--- src/rtl/olte_pkg.sv ---
// ----------------------------------------------------------------------------
// olte_pkg
// Shared constants, types and elaboration helpers for the time code encoder.
// ----------------------------------------------------------------------------
package olte_pkg;

	// Input duration width in milliseconds
	localparam int MS_W = 22;
	// Scaling unit C in microseconds
	localparam longint UNIT_US = 62500;
	localparam longint US_PER_MS = 1000;

	// Code layout: mantissa in the upper nibble, exponent in the lower nibble
	localparam int MANT_W = 4;
	localparam int EXPO_FLD_W = 4;
	localparam int CODE_W = MANT_W + EXPO_FLD_W;
	localparam int MANT_ONE = 2 ** MANT_W;
	localparam int EXPO_MAX = 2 ** EXPO_FLD_W - 1;

	// Binary gcd, evaluated at elaboration only
	function automatic longint gcd_f(longint x, longint y);
		longint u;
		longint v;
		longint w;
		int sh;
		u = x;
		v = y;
		sh = 0;
		for (int i = 0; i < 64; i++) begin
			if (u != 0 && v != 0 && u[0] == 1'b0 && v[0] == 1'b0) begin
				u = u >> 1;
				v = v >> 1;
				sh = sh + 1;
			end
		end
		for (int i = 0; i < 64; i++) begin
			if (u != 0 && u[0] == 1'b0) begin
				u = u >> 1;
			end
		end
		for (int i = 0; i < 256; i++) begin
			if (v != 0) begin
				for (int j = 0; j < 64; j++) begin
					if (v[0] == 1'b0) begin
						v = v >> 1;
					end
				end
				if (u > v) begin
					w = u;
					u = v;
					v = w;
				end
				v = v - u;
			end
		end
		return u << sh;
	endfunction

	// 16 * t / C = ms * 16000 / C, reduced to ms * NUMK / DEN
	localparam longint SCALE_NUM = US_PER_MS * MANT_ONE;
	localparam longint GCD_SC = gcd_f(SCALE_NUM, UNIT_US);
	localparam longint NUMK = SCALE_NUM / GCD_SC;
	localparam longint DEN = UNIT_US / GCD_SC;

	localparam longint MS_MAX = (64'd1 << MS_W) - 1;
	localparam int NUM_W = $clog2(MS_MAX * NUMK + 1);
	localparam int NUMK_W = $clog2(NUMK + 1);
	localparam int DEN_W = $clog2(DEN + 1);

	// Reciprocal of DEN scaled by 2^NUM_W; quotient estimate is low by at most one
	localparam longint RECIP = (64'd1 << NUM_W) / DEN;
	localparam int RECIP_W = $clog2(RECIP + 1);
	localparam int PROD_W = NUM_W + RECIP_W;

	// Scaled quotient q16 = floor(16 t / C), plain quotient q = q16 >> MANT_W
	localparam int Q16_W = $clog2(MS_MAX * NUMK / DEN + 1);
	localparam int Q_W = Q16_W - MANT_W;
	localparam int EXP_W = $clog2(Q_W + 1);
	localparam int M_W = MANT_W + 1;
	localparam int MI_W = MANT_W + 2;

	// Stream byte widths
	localparam int S_TDATA_W = ((MS_W + 7) / 8) * 8;
	localparam int M_TDATA_W = ((CODE_W + 7) / 8) * 8;

	typedef struct packed {
		logic [Q16_W-1:0] q16;
		logic [EXP_W-1:0] expo;
		logic [NUM_W-1:0] num;
	} olte_quo_t;

	typedef struct packed {
		logic [CODE_W-1:0] time_code;
		logic              in_range;
	} olte_res_t;

endpackage

--- src/rtl/olte_divq.sv ---
// ----------------------------------------------------------------------------
// olte_divq
// Scaled quotient and exponent: multiply-by-reciprocal division by the
// time unit, remainder correction and leading-one search, five stages.
// ----------------------------------------------------------------------------
module olte_divq (
	input  logic                       clk,
	input  logic                       arst_n,
	input  logic                       ce,
	input  logic                       in_valid,
	input  logic [olte_pkg::MS_W-1:0]  in_ms,
	output logic                       out_valid,
	output olte_pkg::olte_quo_t        out_quo
);
	import olte_pkg::*;

	localparam logic [NUM_W-1:0] DEN_N = NUM_W'(DEN);
	localparam logic [NUMK_W-1:0] NUMK_N = NUMK_W'(NUMK);
	localparam logic [RECIP_W-1:0] RECIP_N = RECIP_W'(RECIP);

	logic               valid_s1, valid_s2, valid_s3, valid_s4, valid_s5;
	logic [NUM_W-1:0]   num_s1, num_s2, num_s3, num_s4, num_s5;
	logic [PROD_W-1:0]  prod_s2;
	logic [Q16_W-1:0]   qa_s3;
	logic [NUM_W-1:0]   qad_s3;
	logic [Q16_W-1:0]   q16_s4, q16_s5;
	logic [EXP_W-1:0]   expo_s5;
	logic [Q16_W-1:0]   qa;
	logic [NUM_W-1:0]   rem;
	logic [Q_W-1:0]     q_int;
	logic [EXP_W-1:0]   expo;

	// Advance valid bits
	always_ff @(posedge clk or negedge arst_n) begin
		if (!arst_n) begin
			valid_s1 <= 1'b0;
			valid_s2 <= 1'b0;
			valid_s3 <= 1'b0;
			valid_s4 <= 1'b0;
			valid_s5 <= 1'b0;
		end else if (ce) begin
			valid_s1 <= in_valid;
			valid_s2 <= valid_s1;
			valid_s3 <= valid_s2;
			valid_s4 <= valid_s3;
			valid_s5 <= valid_s4;
		end
	end

	// Estimate quotient from the top of the reciprocal product
	assign qa = Q16_W'(prod_s2 >> NUM_W);

	// Remainder of the estimate, below twice the divisor
	assign rem = num_s3 - qad_s3;

	// Find the highest set bit of q; zero when q is below two
	assign q_int = q16_s4[Q16_W-1:MANT_W];
	always_comb begin
		expo = '0;
		for (int i = 0; i < Q_W; i++) begin
			if (q_int[i]) begin
				expo = EXP_W'(i);
			end
		end
	end

	// Pipeline payload
	always_ff @(posedge clk) begin
		if (ce) begin
			num_s1  <= NUM_W'(in_ms) * NUM_W'(NUMK_N);
			prod_s2 <= PROD_W'(num_s1) * PROD_W'(RECIP_N);
			num_s2  <= num_s1;
			qa_s3   <= qa;
			qad_s3  <= NUM_W'(qa) * DEN_N;
			num_s3  <= num_s2;
			q16_s4  <= (rem >= DEN_N) ? qa_s3 + Q16_W'(1) : qa_s3;
			num_s4  <= num_s3;
			q16_s5  <= q16_s4;
			expo_s5 <= expo;
			num_s5  <= num_s4;
		end
	end

	assign out_valid    = valid_s5;
	assign out_quo.q16  = q16_s5;
	assign out_quo.expo = expo_s5;
	assign out_quo.num  = num_s5;

`ifndef ASSERT_OFF
	a_q16_not_high: assert property (@(posedge clk) disable iff (!arst_n)
		valid_s4 |-> (NUM_W'(q16_s4) * DEN_N <= num_s4))
		else $error("olte_divq: corrected quotient too high");
	a_q16_not_low: assert property (@(posedge clk) disable iff (!arst_n)
		valid_s4 |-> (num_s4 - NUM_W'(q16_s4) * DEN_N < DEN_N))
		else $error("olte_divq: corrected quotient too low");
`endif

endmodule

--- src/rtl/olte_code.sv ---
// ----------------------------------------------------------------------------
// olte_code
// Mantissa extraction, back-multiplication round-up check and final code
// assembly with mantissa carry and range check.
// ----------------------------------------------------------------------------
module olte_code (
	input  logic                 clk,
	input  logic                 arst_n,
	input  logic                 ce,
	input  logic                 in_valid,
	input  olte_pkg::olte_quo_t  in_quo,
	output logic                 out_valid,
	output olte_pkg::olte_res_t  out_res
);
	import olte_pkg::*;

	localparam int DM_W = DEN_W + M_W;
	localparam logic [DM_W-1:0] DEN_DM = DM_W'(DEN);

	logic               valid_s6, valid_s7;
	logic [M_W-1:0]     m_s6, m_s7;
	logic [EXP_W-1:0]   expo_s6, expo_s7;
	logic [NUM_W-1:0]   num_s6;
	logic               inc_s7;
	logic [DM_W-1:0]    den_m;
	logic [NUM_W-1:0]   back;
	logic [MI_W-1:0]    mi;
	logic [MI_W-1:0]    mant;
	logic [EXP_W-1:0]   expo_f;
	logic               ok;

	// Advance valid bits
	always_ff @(posedge clk or negedge arst_n) begin
		if (!arst_n) begin
			valid_s6 <= 1'b0;
			valid_s7 <= 1'b0;
		end else if (ce) begin
			valid_s6 <= in_valid;
			valid_s7 <= valid_s6;
		end
	end

	// Back-multiply C * m * 2^b, compared against 16 t in reduced units
	assign den_m = DEN_DM * DM_W'(m_s6);
	assign back  = NUM_W'(den_m) << expo_s6;

	// Pipeline payload
	always_ff @(posedge clk) begin
		if (ce) begin
			m_s6    <= M_W'(in_quo.q16 >> in_quo.expo);
			expo_s6 <= in_quo.expo;
			num_s6  <= in_quo.num;
			m_s7    <= m_s6;
			expo_s7 <= expo_s6;
			inc_s7  <= (back < num_s6);
		end
	end

	// Round up, carry a full mantissa into the exponent, range check
	always_comb begin
		mi = MI_W'(m_s7) + MI_W'(inc_s7);
		if (mi == MI_W'(2 * MANT_ONE)) begin
			mant   = '0;
			expo_f = expo_s7 + EXP_W'(1);
		end else begin
			mant   = mi - MI_W'(MANT_ONE);
			expo_f = expo_s7;
		end
		ok = (mi >= MI_W'(MANT_ONE)) && (expo_f <= EXP_W'(EXPO_MAX));
		out_res.in_range  = ok;
		out_res.time_code = ok ? {mant[MANT_W-1:0], expo_f[EXPO_FLD_W-1:0]} : '0;
	end

	assign out_valid = valid_s7;

endmodule

--- src/rtl/olte_skid.sv ---
// ----------------------------------------------------------------------------
// olte_skid
// Output register with a spare slot; the ready toward the pipeline is
// registered so the receiver's ready never reaches the input side.
// ----------------------------------------------------------------------------
module olte_skid (
	input  logic                 clk,
	input  logic                 arst_n,
	input  logic                 in_valid,
	output logic                 in_ready,
	input  olte_pkg::olte_res_t  in_data,
	output logic                 out_valid,
	input  logic                 out_ready,
	output olte_pkg::olte_res_t  out_data
);
	import olte_pkg::*;

	logic       out_valid_q;
	logic       spare_valid_q;
	olte_res_t  out_data_q;
	olte_res_t  spare_data_q;
	logic       out_free;

	assign out_free = out_ready || !out_valid_q;
	assign in_ready = !spare_valid_q;

	// Control: refill output from spare first, park a beat when stalled
	always_ff @(posedge clk or negedge arst_n) begin
		if (!arst_n) begin
			out_valid_q   <= 1'b0;
			spare_valid_q <= 1'b0;
		end else if (out_free) begin
			if (spare_valid_q) begin
				spare_valid_q <= 1'b0;
			end else begin
				out_valid_q <= in_valid;
			end
		end else if (in_valid && in_ready) begin
			spare_valid_q <= 1'b1;
		end
	end

	// Payload
	always_ff @(posedge clk) begin
		if (out_free) begin
			out_data_q <= spare_valid_q ? spare_data_q : in_data;
		end else if (in_valid && in_ready) begin
			spare_data_q <= in_data;
		end
	end

	assign out_valid = out_valid_q;
	assign out_data  = out_data_q;

`ifndef ASSERT_OFF
	a_spare_needs_out: assert property (@(posedge clk) disable iff (!arst_n)
		spare_valid_q |-> out_valid_q)
		else $error("olte_skid: spare slot full while output empty");
	a_park_on_stall: assert property (@(posedge clk) disable iff (!arst_n)
		(in_valid && in_ready && out_valid_q && !out_ready) |=> spare_valid_q)
		else $error("olte_skid: stalled beat not parked");
`endif

endmodule

--- src/rtl/olsr_time_code_encoder.sv ---
// ----------------------------------------------------------------------------
// olsr_time_code_encoder
// Duration in milliseconds to 8-bit mantissa/exponent time code.
// ----------------------------------------------------------------------------
// Usage:
//   Input stream (s_*): one beat per duration, time_ms in s_tdata[21:0].
//   Output stream (m_*): one beat per input beat, in order; time_code in
//   m_tdata[7:0], in_range on m_tuser. A duration that cannot be encoded
//   (mantissa negative or exponent above 15) gives code 0, in_range 0.
//   Throughput: one beat per cycle while m_tready stays high. The work runs
//   through a seven-stage pipeline (reciprocal multiply, remainder fix,
//   leading-one search, mantissa shift, back-multiply check) into an output
//   register.
//   Stall: when m_tready is low, the output register holds its beat and a
//   spare slot takes one more; s_tready then drops (registered) and the
//   whole pipeline holds. Nothing is lost or repeated.
//   Reset: arst_n clears all valid bits; s_tready is high after reset.
// ----------------------------------------------------------------------------
module olsr_time_code_encoder (
	input  logic                             clk,
	input  logic                             arst_n,
	input  logic                             s_tvalid,
	output logic                             s_tready,
	input  logic [olte_pkg::S_TDATA_W-1:0]   s_tdata,   // [21:0] time_ms
	output logic                             m_tvalid,
	input  logic                             m_tready,
	output logic [olte_pkg::M_TDATA_W-1:0]   m_tdata,   // [7:0] time_code
	output logic                             m_tuser    // [0] in_range
);
	import olte_pkg::*;

	logic       ce;
	logic       quo_valid;
	olte_quo_t  quo;
	logic       res_valid;
	olte_res_t  res;
	olte_res_t  out_res;

	// Hold the pipeline whenever the output side's spare slot is full
	olte_divq u_divq (
		.clk       (clk),
		.arst_n    (arst_n),
		.ce        (ce),
		.in_valid  (s_tvalid),
		.in_ms     (s_tdata[MS_W-1:0]),
		.out_valid (quo_valid),
		.out_quo   (quo)
	);

	olte_code u_code (
		.clk       (clk),
		.arst_n    (arst_n),
		.ce        (ce),
		.in_valid  (quo_valid),
		.in_quo    (quo),
		.out_valid (res_valid),
		.out_res   (res)
	);

	olte_skid u_skid (
		.clk       (clk),
		.arst_n    (arst_n),
		.in_valid  (res_valid),
		.in_ready  (ce),
		.in_data   (res),
		.out_valid (m_tvalid),
		.out_ready (m_tready),
		.out_data  (out_res)
	);

	assign s_tready = ce;
	assign m_tdata  = M_TDATA_W'(out_res.time_code);
	assign m_tuser  = out_res.in_range;

endmodule

--- config.mk ---
export PLATFORM = sky130hd
export DESIGN_NAME = olsr_time_code_encoder
export DESIGN_NICKNAME = d
export VERILOG_FILES = /design/src/rtl/olte_pkg.sv /design/src/rtl/olte_divq.sv /design/src/rtl/olte_code.sv /design/src/rtl/olte_skid.sv /design/src/rtl/olsr_time_code_encoder.sv
export SDC_FILE = /design/constraint.sdc
export NUM_CORES = 1
export LEC_CHECK = 0
export ABC_AREA = 1
export BUFFER_PORTS_ARGS = -buffer_cell sky130_fd_sc_hd__buf_2
export CAP_MARGIN = 20
export CORE_MARGIN = 3
export CORE_UTILIZATION = 65
export DETAILED_ROUTE_END_ITERATION = 10
export PLACE_DENSITY = 0.79
export SYNTH_ARGS = -nofsm -noshare
export SYNTH_HDL_FRONTEND = slang
export SYNTH_SLANG_ARGS = --single-unit
--- constraint.sdc ---
create_clock -name clk -period 14.8 [get_ports clk]
set_clock_uncertainty 0.15 [all_clocks]
set_input_delay 2.96 -clock clk [delete_from_list [all_inputs] [get_ports clk]]
set_output_delay 2.96 -clock clk [all_outputs]
set_load 0.02 [all_outputs]
==> results of run 1 <==
==> through the flow <==
stage | area (um^2) | setup slack, ns | std cells
2_1_floorplan | 25020 | 3.680 | 2622
3_3_place_gp | 25750 | 8.649 | 3147
3_5_place_dp | 25760 | 8.577 | 3148
4_1_cts | 26730 | 8.581 | 3205
5_1_grt | 26730 | 8.173 | 3205
6_report | 26730 | 8.601 | 3205
==> critical path, stage by stage (launching register included) <==
cell	delay [ns]
edfxtp_1	0.54
fa_1	0.63
fa_1	0.55
inv_1	0.06
fa_1	0.51
inv_1	0.05
ha_1	0.31
inv_1	0.06
o21ai_0	0.40
a21oi_1	0.17
or2_2	0.32
nand3_1	0.09
nand2_1	0.07
nand2_1	0.06
o21ai_0	0.19
or2_2	0.36
nand3_1	0.07
nand2_1	0.07
ha_1	0.29
a21oi_1	0.14
nor2_1	0.05
a211oi_1	0.26
o221ai_1	0.15
nand2_1	0.08
o2111ai_1	0.10
a21oi_1	0.28
==> cell usage in the layout (no fill, tap or decap), drive strengths merged, types with 13 or more instances in the layout <==
cell	Yosys	layout
inv	491	496
a21oi	109	109
nand4	35	35
edfxtp	285	285
buf	9	40
nand3	123	123
xor2	50	50
ha	351	351
nor2	175	175
fa	181	181
xnor2	30	30
o21ai	105	105
clkinv	3	15
nand2	530	530
nor4	13	13
clkbuf	16	35
nor3	16	16
==> logic make-up (layout without fill, tap and decap cells) <==
group                      count (synthesis)  in the layout
and+or+nand+nor                          906            906
adders and majority gates                532            532
buffers and inverters                    519            591
DFF                                      294            294
AOI/OAI and AO/OA                        284            284
xor gates and xnor gates                  80             80
muxes                                      7              7
==> final timing paths <==
kind	from	to	slack (ns)	depth (start not counted)
min	u_divq.num_s2[25]$_DFFE_PN_	u_divq.num_s3[25]$_DFFE_PN_	0.25	0
max reg2reg	u_code.m_s6[2]$_DFFE_PN_	u_code.inc_s7$_DFFE_PN_	8.60	25
max in group asynchronous	arst_n	u_divq.valid_s2$_DFFE_PN0N_	12.25	1
min in group asynchronous	arst_n	u_skid.out_valid$_DFFE_PN0P_	2.08	1
min reg2reg	u_divq.num_s2[25]$_DFFE_PN_	u_divq.num_s3[25]$_DFFE_PN_	0.25	0
max	u_code.m_s6[2]$_DFFE_PN_	u_code.inc_s7$_DFFE_PN_	8.60	25
==> metal layers <==
layer / global-route usage / vias to the layer above / part of all wire
li1: - / 8763 / -
met1: 0.3524 / 8454 / 0.42
met2: 0.4627 / 502 / 0.48
met3: 0.03028 / 135 / 0.052
met4: 0.1114 / 0 / 0.046
met5: 0 / - / 0
==> final cells by class <==
cell class                      count  share of cell area
Timing Repair Buffer               40            0.007864
Tap cell                          511             0.02392
Inverter                          494             0.06965
Clock buffer                       35             0.02958
Multi-Input combinational cell   1809              0.5337
Clock inverter                     22            0.006694
Sequential cell                   294              0.3286
==> sequential cells by signal, summed over array words and instances, names as in the netlist, 9 cells and up <==
| signal | count |
|---|---|
| u_divq.num_s3 | 22 |
| u_divq.q16_s4 | 21 |
| u_divq.prod_s2 | 21 |
| u_divq.qa_s3 | 19 |
| u_divq.num_s5 | 22 |
| u_divq.num_s2 | 22 |
| u_code.num_s6 | 22 |
| u_divq.num_s4 | 22 |
| u_divq.num_s1 | 22 |
| u_divq.q16_s5 | 21 |
| u_skid.out_data | 9 |
| u_divq.qad_s3 | 27 |
| u_skid.spare_data_q | 9 |
==> flow_metrics.tcl, run 1 <==
set metrics [dict create \
    routed_via_density 5.571 \
    clk_latency_ns 0.57 \
    synth_compound_area_frac 0.06461 \
    async_flop_share 0.03061 \
    wl_per_cell_um 16.76 \
    fp.dieArea_mm2 0.04088 \
    synth_xor_area_frac 0.02800 \
    synth_edf_count 285 \
    post-route-min-period_ns 6.199 \
    hold_violations 0 \
    rsz0062_at_grt "false" \
    yosysUniqueCellTypes 56 \
    grt_max_degree 79 \
    grt_pass1_vias 18200 \
    grt_usage 0.2696 \
    synth_adder_area_share 0.3203 \
    fin_setup_tns_ns 0 \
    synthSimpleGateAreaFrac 0.1544 \
    synthCells 2622 \
    multi_input_area_mm2 0.01427 \
    drv_cap 0 \
    synthMuxAreaShare 0.002800 \
    grt_pass1_wl_um 88880 \
    synthesis.area_mm2 0.02502 \
    fin_util 0.7063 \
    fillers 2890 \
    via_count 17850 \
    ant_nets 0 \
    drc 0 \
    rows 71 \
    yosysTopAreaCell "edfxtp_1" \
    status "finished, final reports clean" \
    io_buffers 36 \
    wl_um 53710 \
    synth_top_area_share 0.3420 \
    ys_ff_latch 294 \
    areaGrowthSynthToFinish_pct 6.831 \
    drt_pass1_iterations 6 \
    ys_warn_count 0 \
    clk_pin_slew_worst_paths_ns 0.06 \
    startpoint_type "flip-flop" \
    setup_viol 0 \
    cts_buffers 31 \
    n_antenna_cell 0 \
    root_buffer "clkbuf_16" \
    drive_gt1_frac 0.05234 \
    crit_arrival_ns 6.41 \
    yosysSeqAreaShare 0.3510 \
    die_w_um 202.2 \
    coreArea_mm2 0.03784 \
    clock.fmax_mhz 161.3 \
    antenna_found_initial 0 \
    overflow 0 \
    ctsLongestPathBuffers 3 \
    critPathRequiredTime_ns 15.01 \
    max_slew_margin 0.3773 \
    path_class "flip-flop to flip-flop" \
    pin_count 39 \
    hold_ws_ns 0.2549 \
    clkSinkCount 294 \
    holdCritPathClass "flip-flop to flip-flop" \
    h-tree-depth 1 \
    cp_max_fo 6 \
    final-max-slew-violation-count 0 \
    globalplace.congestion 0.9519 \
    postCtsSetupRepairBufs 0 \
    yosysMostFrequentCell "nand2_1" \
    cts_resized 0 \
    hpwl_um 43280 \
    ctsHoldBuffers 0 \
    cts_tree "done" \
    drtIter0Drc 1165 \
    synthTopCellsByCount "nand2_1, inv_1, ha_1, edfxtp_1, fa_1" \
    final_nets 3230 \
    critPathCaptureType "flip-flop" \
    period_share 0.4188 \
    worst_pin_slew_ns 0.9340 \
    initial_utilization 0.6612 \
    synthFlopType "edfxtp_1" \
    syn-num-nets 3182 \
    die_y_um 202.2 \
    seqCellArea_mm2 0.008783 \
    synth_area_leaders "edfxtp_1, ha_1, fa_1, nand2_1, inv_1" \
    synth_top_family_by_area "adder cells" \
    syn_area_per_cell_um2 9.543 \
]
Power of run 1 is left out: the tool's default activity adds up to more than one toggle a clock period on the data nets, which glitch-free logic cannot reach.
==> run 2, diff against run 1 <==
CORE_UTILIZATION = 59   (was 65)
PLACE_DENSITY = 0.75   (was 0.79)
clock period = 5.1 ns   (was 14.8 ns; I/O delays follow)
==> run 2 against run 1 <==
Against the previous run:
- the run now ends with negative setup slack left
- non-clock buffer count grew 199
- cell area rose by 11%
- register-to-register slack got worse by 9.1 ns
- count of clock-buffer cells in the layout grew 3
- worst hold slack worse by 0.13 ns
- via count up 6.8%
- sequential cell count stayed put
- die area grew 9.9%
- sequential share of layout area fell by 3.1 points
- highest routed layer is now met5
==> flow_metrics.tcl, run 2 (synthesized netlist as in run 1, its figures left out) <==
set metrics [dict create \
    status "finished, violations left" \
    violations "negative setup slack" \
    final_area_mm2 0.02956 \
    critPathRequiredTime_ns 5.28 \
    wl_um 61360 \
    finalWorstSetupSlack_ns -0.4558 \
    largest_reg_flops 27 \
    n_antenna_cell 0 \
    mostFrequentLayoutCell "nand2_1" \
    drv_cap 0 \
    max_slew_margin 0.3594 \
    drt_pass1_iterations 5 \
    regMostFlops "u_divq.qad_s3" \
    ctsLongestPathBuffers 3 \
    cts_tree "done" \
    fp.dieArea_mm2 0.04492 \
    ant_nets 0 \
    grt_pass1_wl_um 95570 \
    worst_pin_slew_ns 0.9608 \
    path_cells "buf_4, buf_4, buf_4, ha_1, ha_1, fa_1, ha_1, inv_1, fa_1, inv_1, fa_1, ha_4, nand2_1, nor2_2, inv_1, o21ai_1, nand2_2, nand3_2, nand2_2, nand2_4, a21oi_2, xnor2_1" \
    slowest_stage "fa_1" \
    initial_utilization 0.6046 \
    pin_count 39 \
    antenna_found_initial 1 \
    crit_arrival_ns 5.74 \
    grt_pass1_vias 19240 \
    clk_pin_slew_worst_paths_ns 0.06 \
    max_stage_delay_ns 0.55 \
    root_buffer "clkbuf_16" \
    die_w_um 211.9 \
    drive_gt1_frac 0.1829 \
    setup_viol 22 \
    rows 74 \
    final_nets 3429 \
    io_buffers 36 \
    holdCritPathClass "input port to asynchronous set/reset pin" \
    drtIter0Drc 1432 \
    areaGrowthSynthToFinish_pct 18.14 \
    cts_buffers 31 \
    grt_max_degree 117 \
    startpoint_type "flip-flop" \
    grt_usage 0.2675 \
    drc 0 \
    hold_violations 0 \
    period_share 1.089 \
    fin_util 0.7142 \
    via_count 19080 \
    final-max-slew-violation-count 0 \
    die_y_um 211.9 \
    clkSinkCount 294 \
    clock.fmax_mhz 180.0 \
    place_area_mm2 0.02705 \
    path_class "flip-flop to flip-flop" \
    overflow 0 \
    globalplace.congestion 0.9120 \
    dpl_worst_slack_ns -0.4939 \
    post-route-min-period_ns 5.556 \
    clk_latency_ns 0.58 \
    cp_max_fo 5 \
    final_cell_mix "nand2_1, inv_1, ha_1" \
    rsz0062_at_grt "true" \
    wl_per_cell_um 17.92 \
    coreArea_mm2 0.04139 \
    hpwl_um 45470 \
    h-tree-depth 1 \
    routed_via_density 5.571 \
    critPathCaptureType "flip-flop" \
    fin_setup_tns_ns -6.741 \
]
[run 2: final timing paths]
| kind | start | to | slack [ns] | cells after the start |
|---|---|---|---|---|
| worst min-delay path | arst_n | u_divq.valid_s3$_DFFE_PN0N_ | 0.12 | 1 |
| worst max-delay path | u_divq.num_s1[6]$_DFFE_PN_ | u_divq.prod_s2[39]$_DFFE_PN_ | -0.46 | 22 |
| worst min register to register | u_divq.num_s5[23]$_DFFE_PN_ | u_code.num_s6[23]$_DFFE_PN_ | 0.27 | 0 |
| worst max register to register | u_divq.num_s1[6]$_DFFE_PN_ | u_divq.prod_s2[39]$_DFFE_PN_ | -0.46 | 22 |
| min in group clk | u_divq.num_s5[23]$_DFFE_PN_ | u_code.num_s6[23]$_DFFE_PN_ | 0.27 | 0 |
| max in group asynchronous | arst_n | u_divq.valid_s4$_DFFE_PN0N_ | 4.51 | 1 |
[run 2: repair_timing]
item,in CTS,in global routing
setup endpoints to repair,22,23
hold buffers,0,0
buffers inserted,35,22
hold endpoints to repair,0,0
pin swaps,105,90
resized for setup,149,101
[run 2: layout make-up]
type / count / area (um^2)
Sequential cell: 294 / 8783
Tap cell: 532 / 665.6
Clock buffer: 38 / 802.0
Fill cell: 2889 / 11830
Timing Repair Buffer: 239 / 1799
Multi-Input combinational cell: 1809 / 15410
Clock inverter: 18 / 230.2
Inverter: 494 / 1864
[run 2: critical path: cells and delay by family, from the launching register on]
kind | cells | cell delay (ns)
DFF | 1 | 0.49
and+or+nand+nor | 6 | 0.72
adders and majority gates | 7 | 2.85
AOI/OAI and AO/OA | 2 | 0.29
xor gates and xnor gates | 1 | 0.15
buffers and inverters | 6 | 0.66
[run 2: metrics by stage]
step	cells	hold WS [ns]
6_report	3424	0.1209
3_3_place_gp	3314	0.2504
5_1_grt	3424	0.1153
2_1_floorplan	2622	0.2503
3_5_place_dp	3315	0.2545
4_1_cts	3404	0.1018
[run 2: metal layers]
metal / share of wire / up-vias / global-route usage
met5: 0.00021 / - / 0
met4: 0.044 / 2 / 0.08314
met3: 0.051 / 195 / 0.03260
met2: 0.50 / 584 / 0.4721
met1: 0.40 / 9143 / 0.3464
li1: - / 9151 / -
Power of run 2 is left out for the same reason.
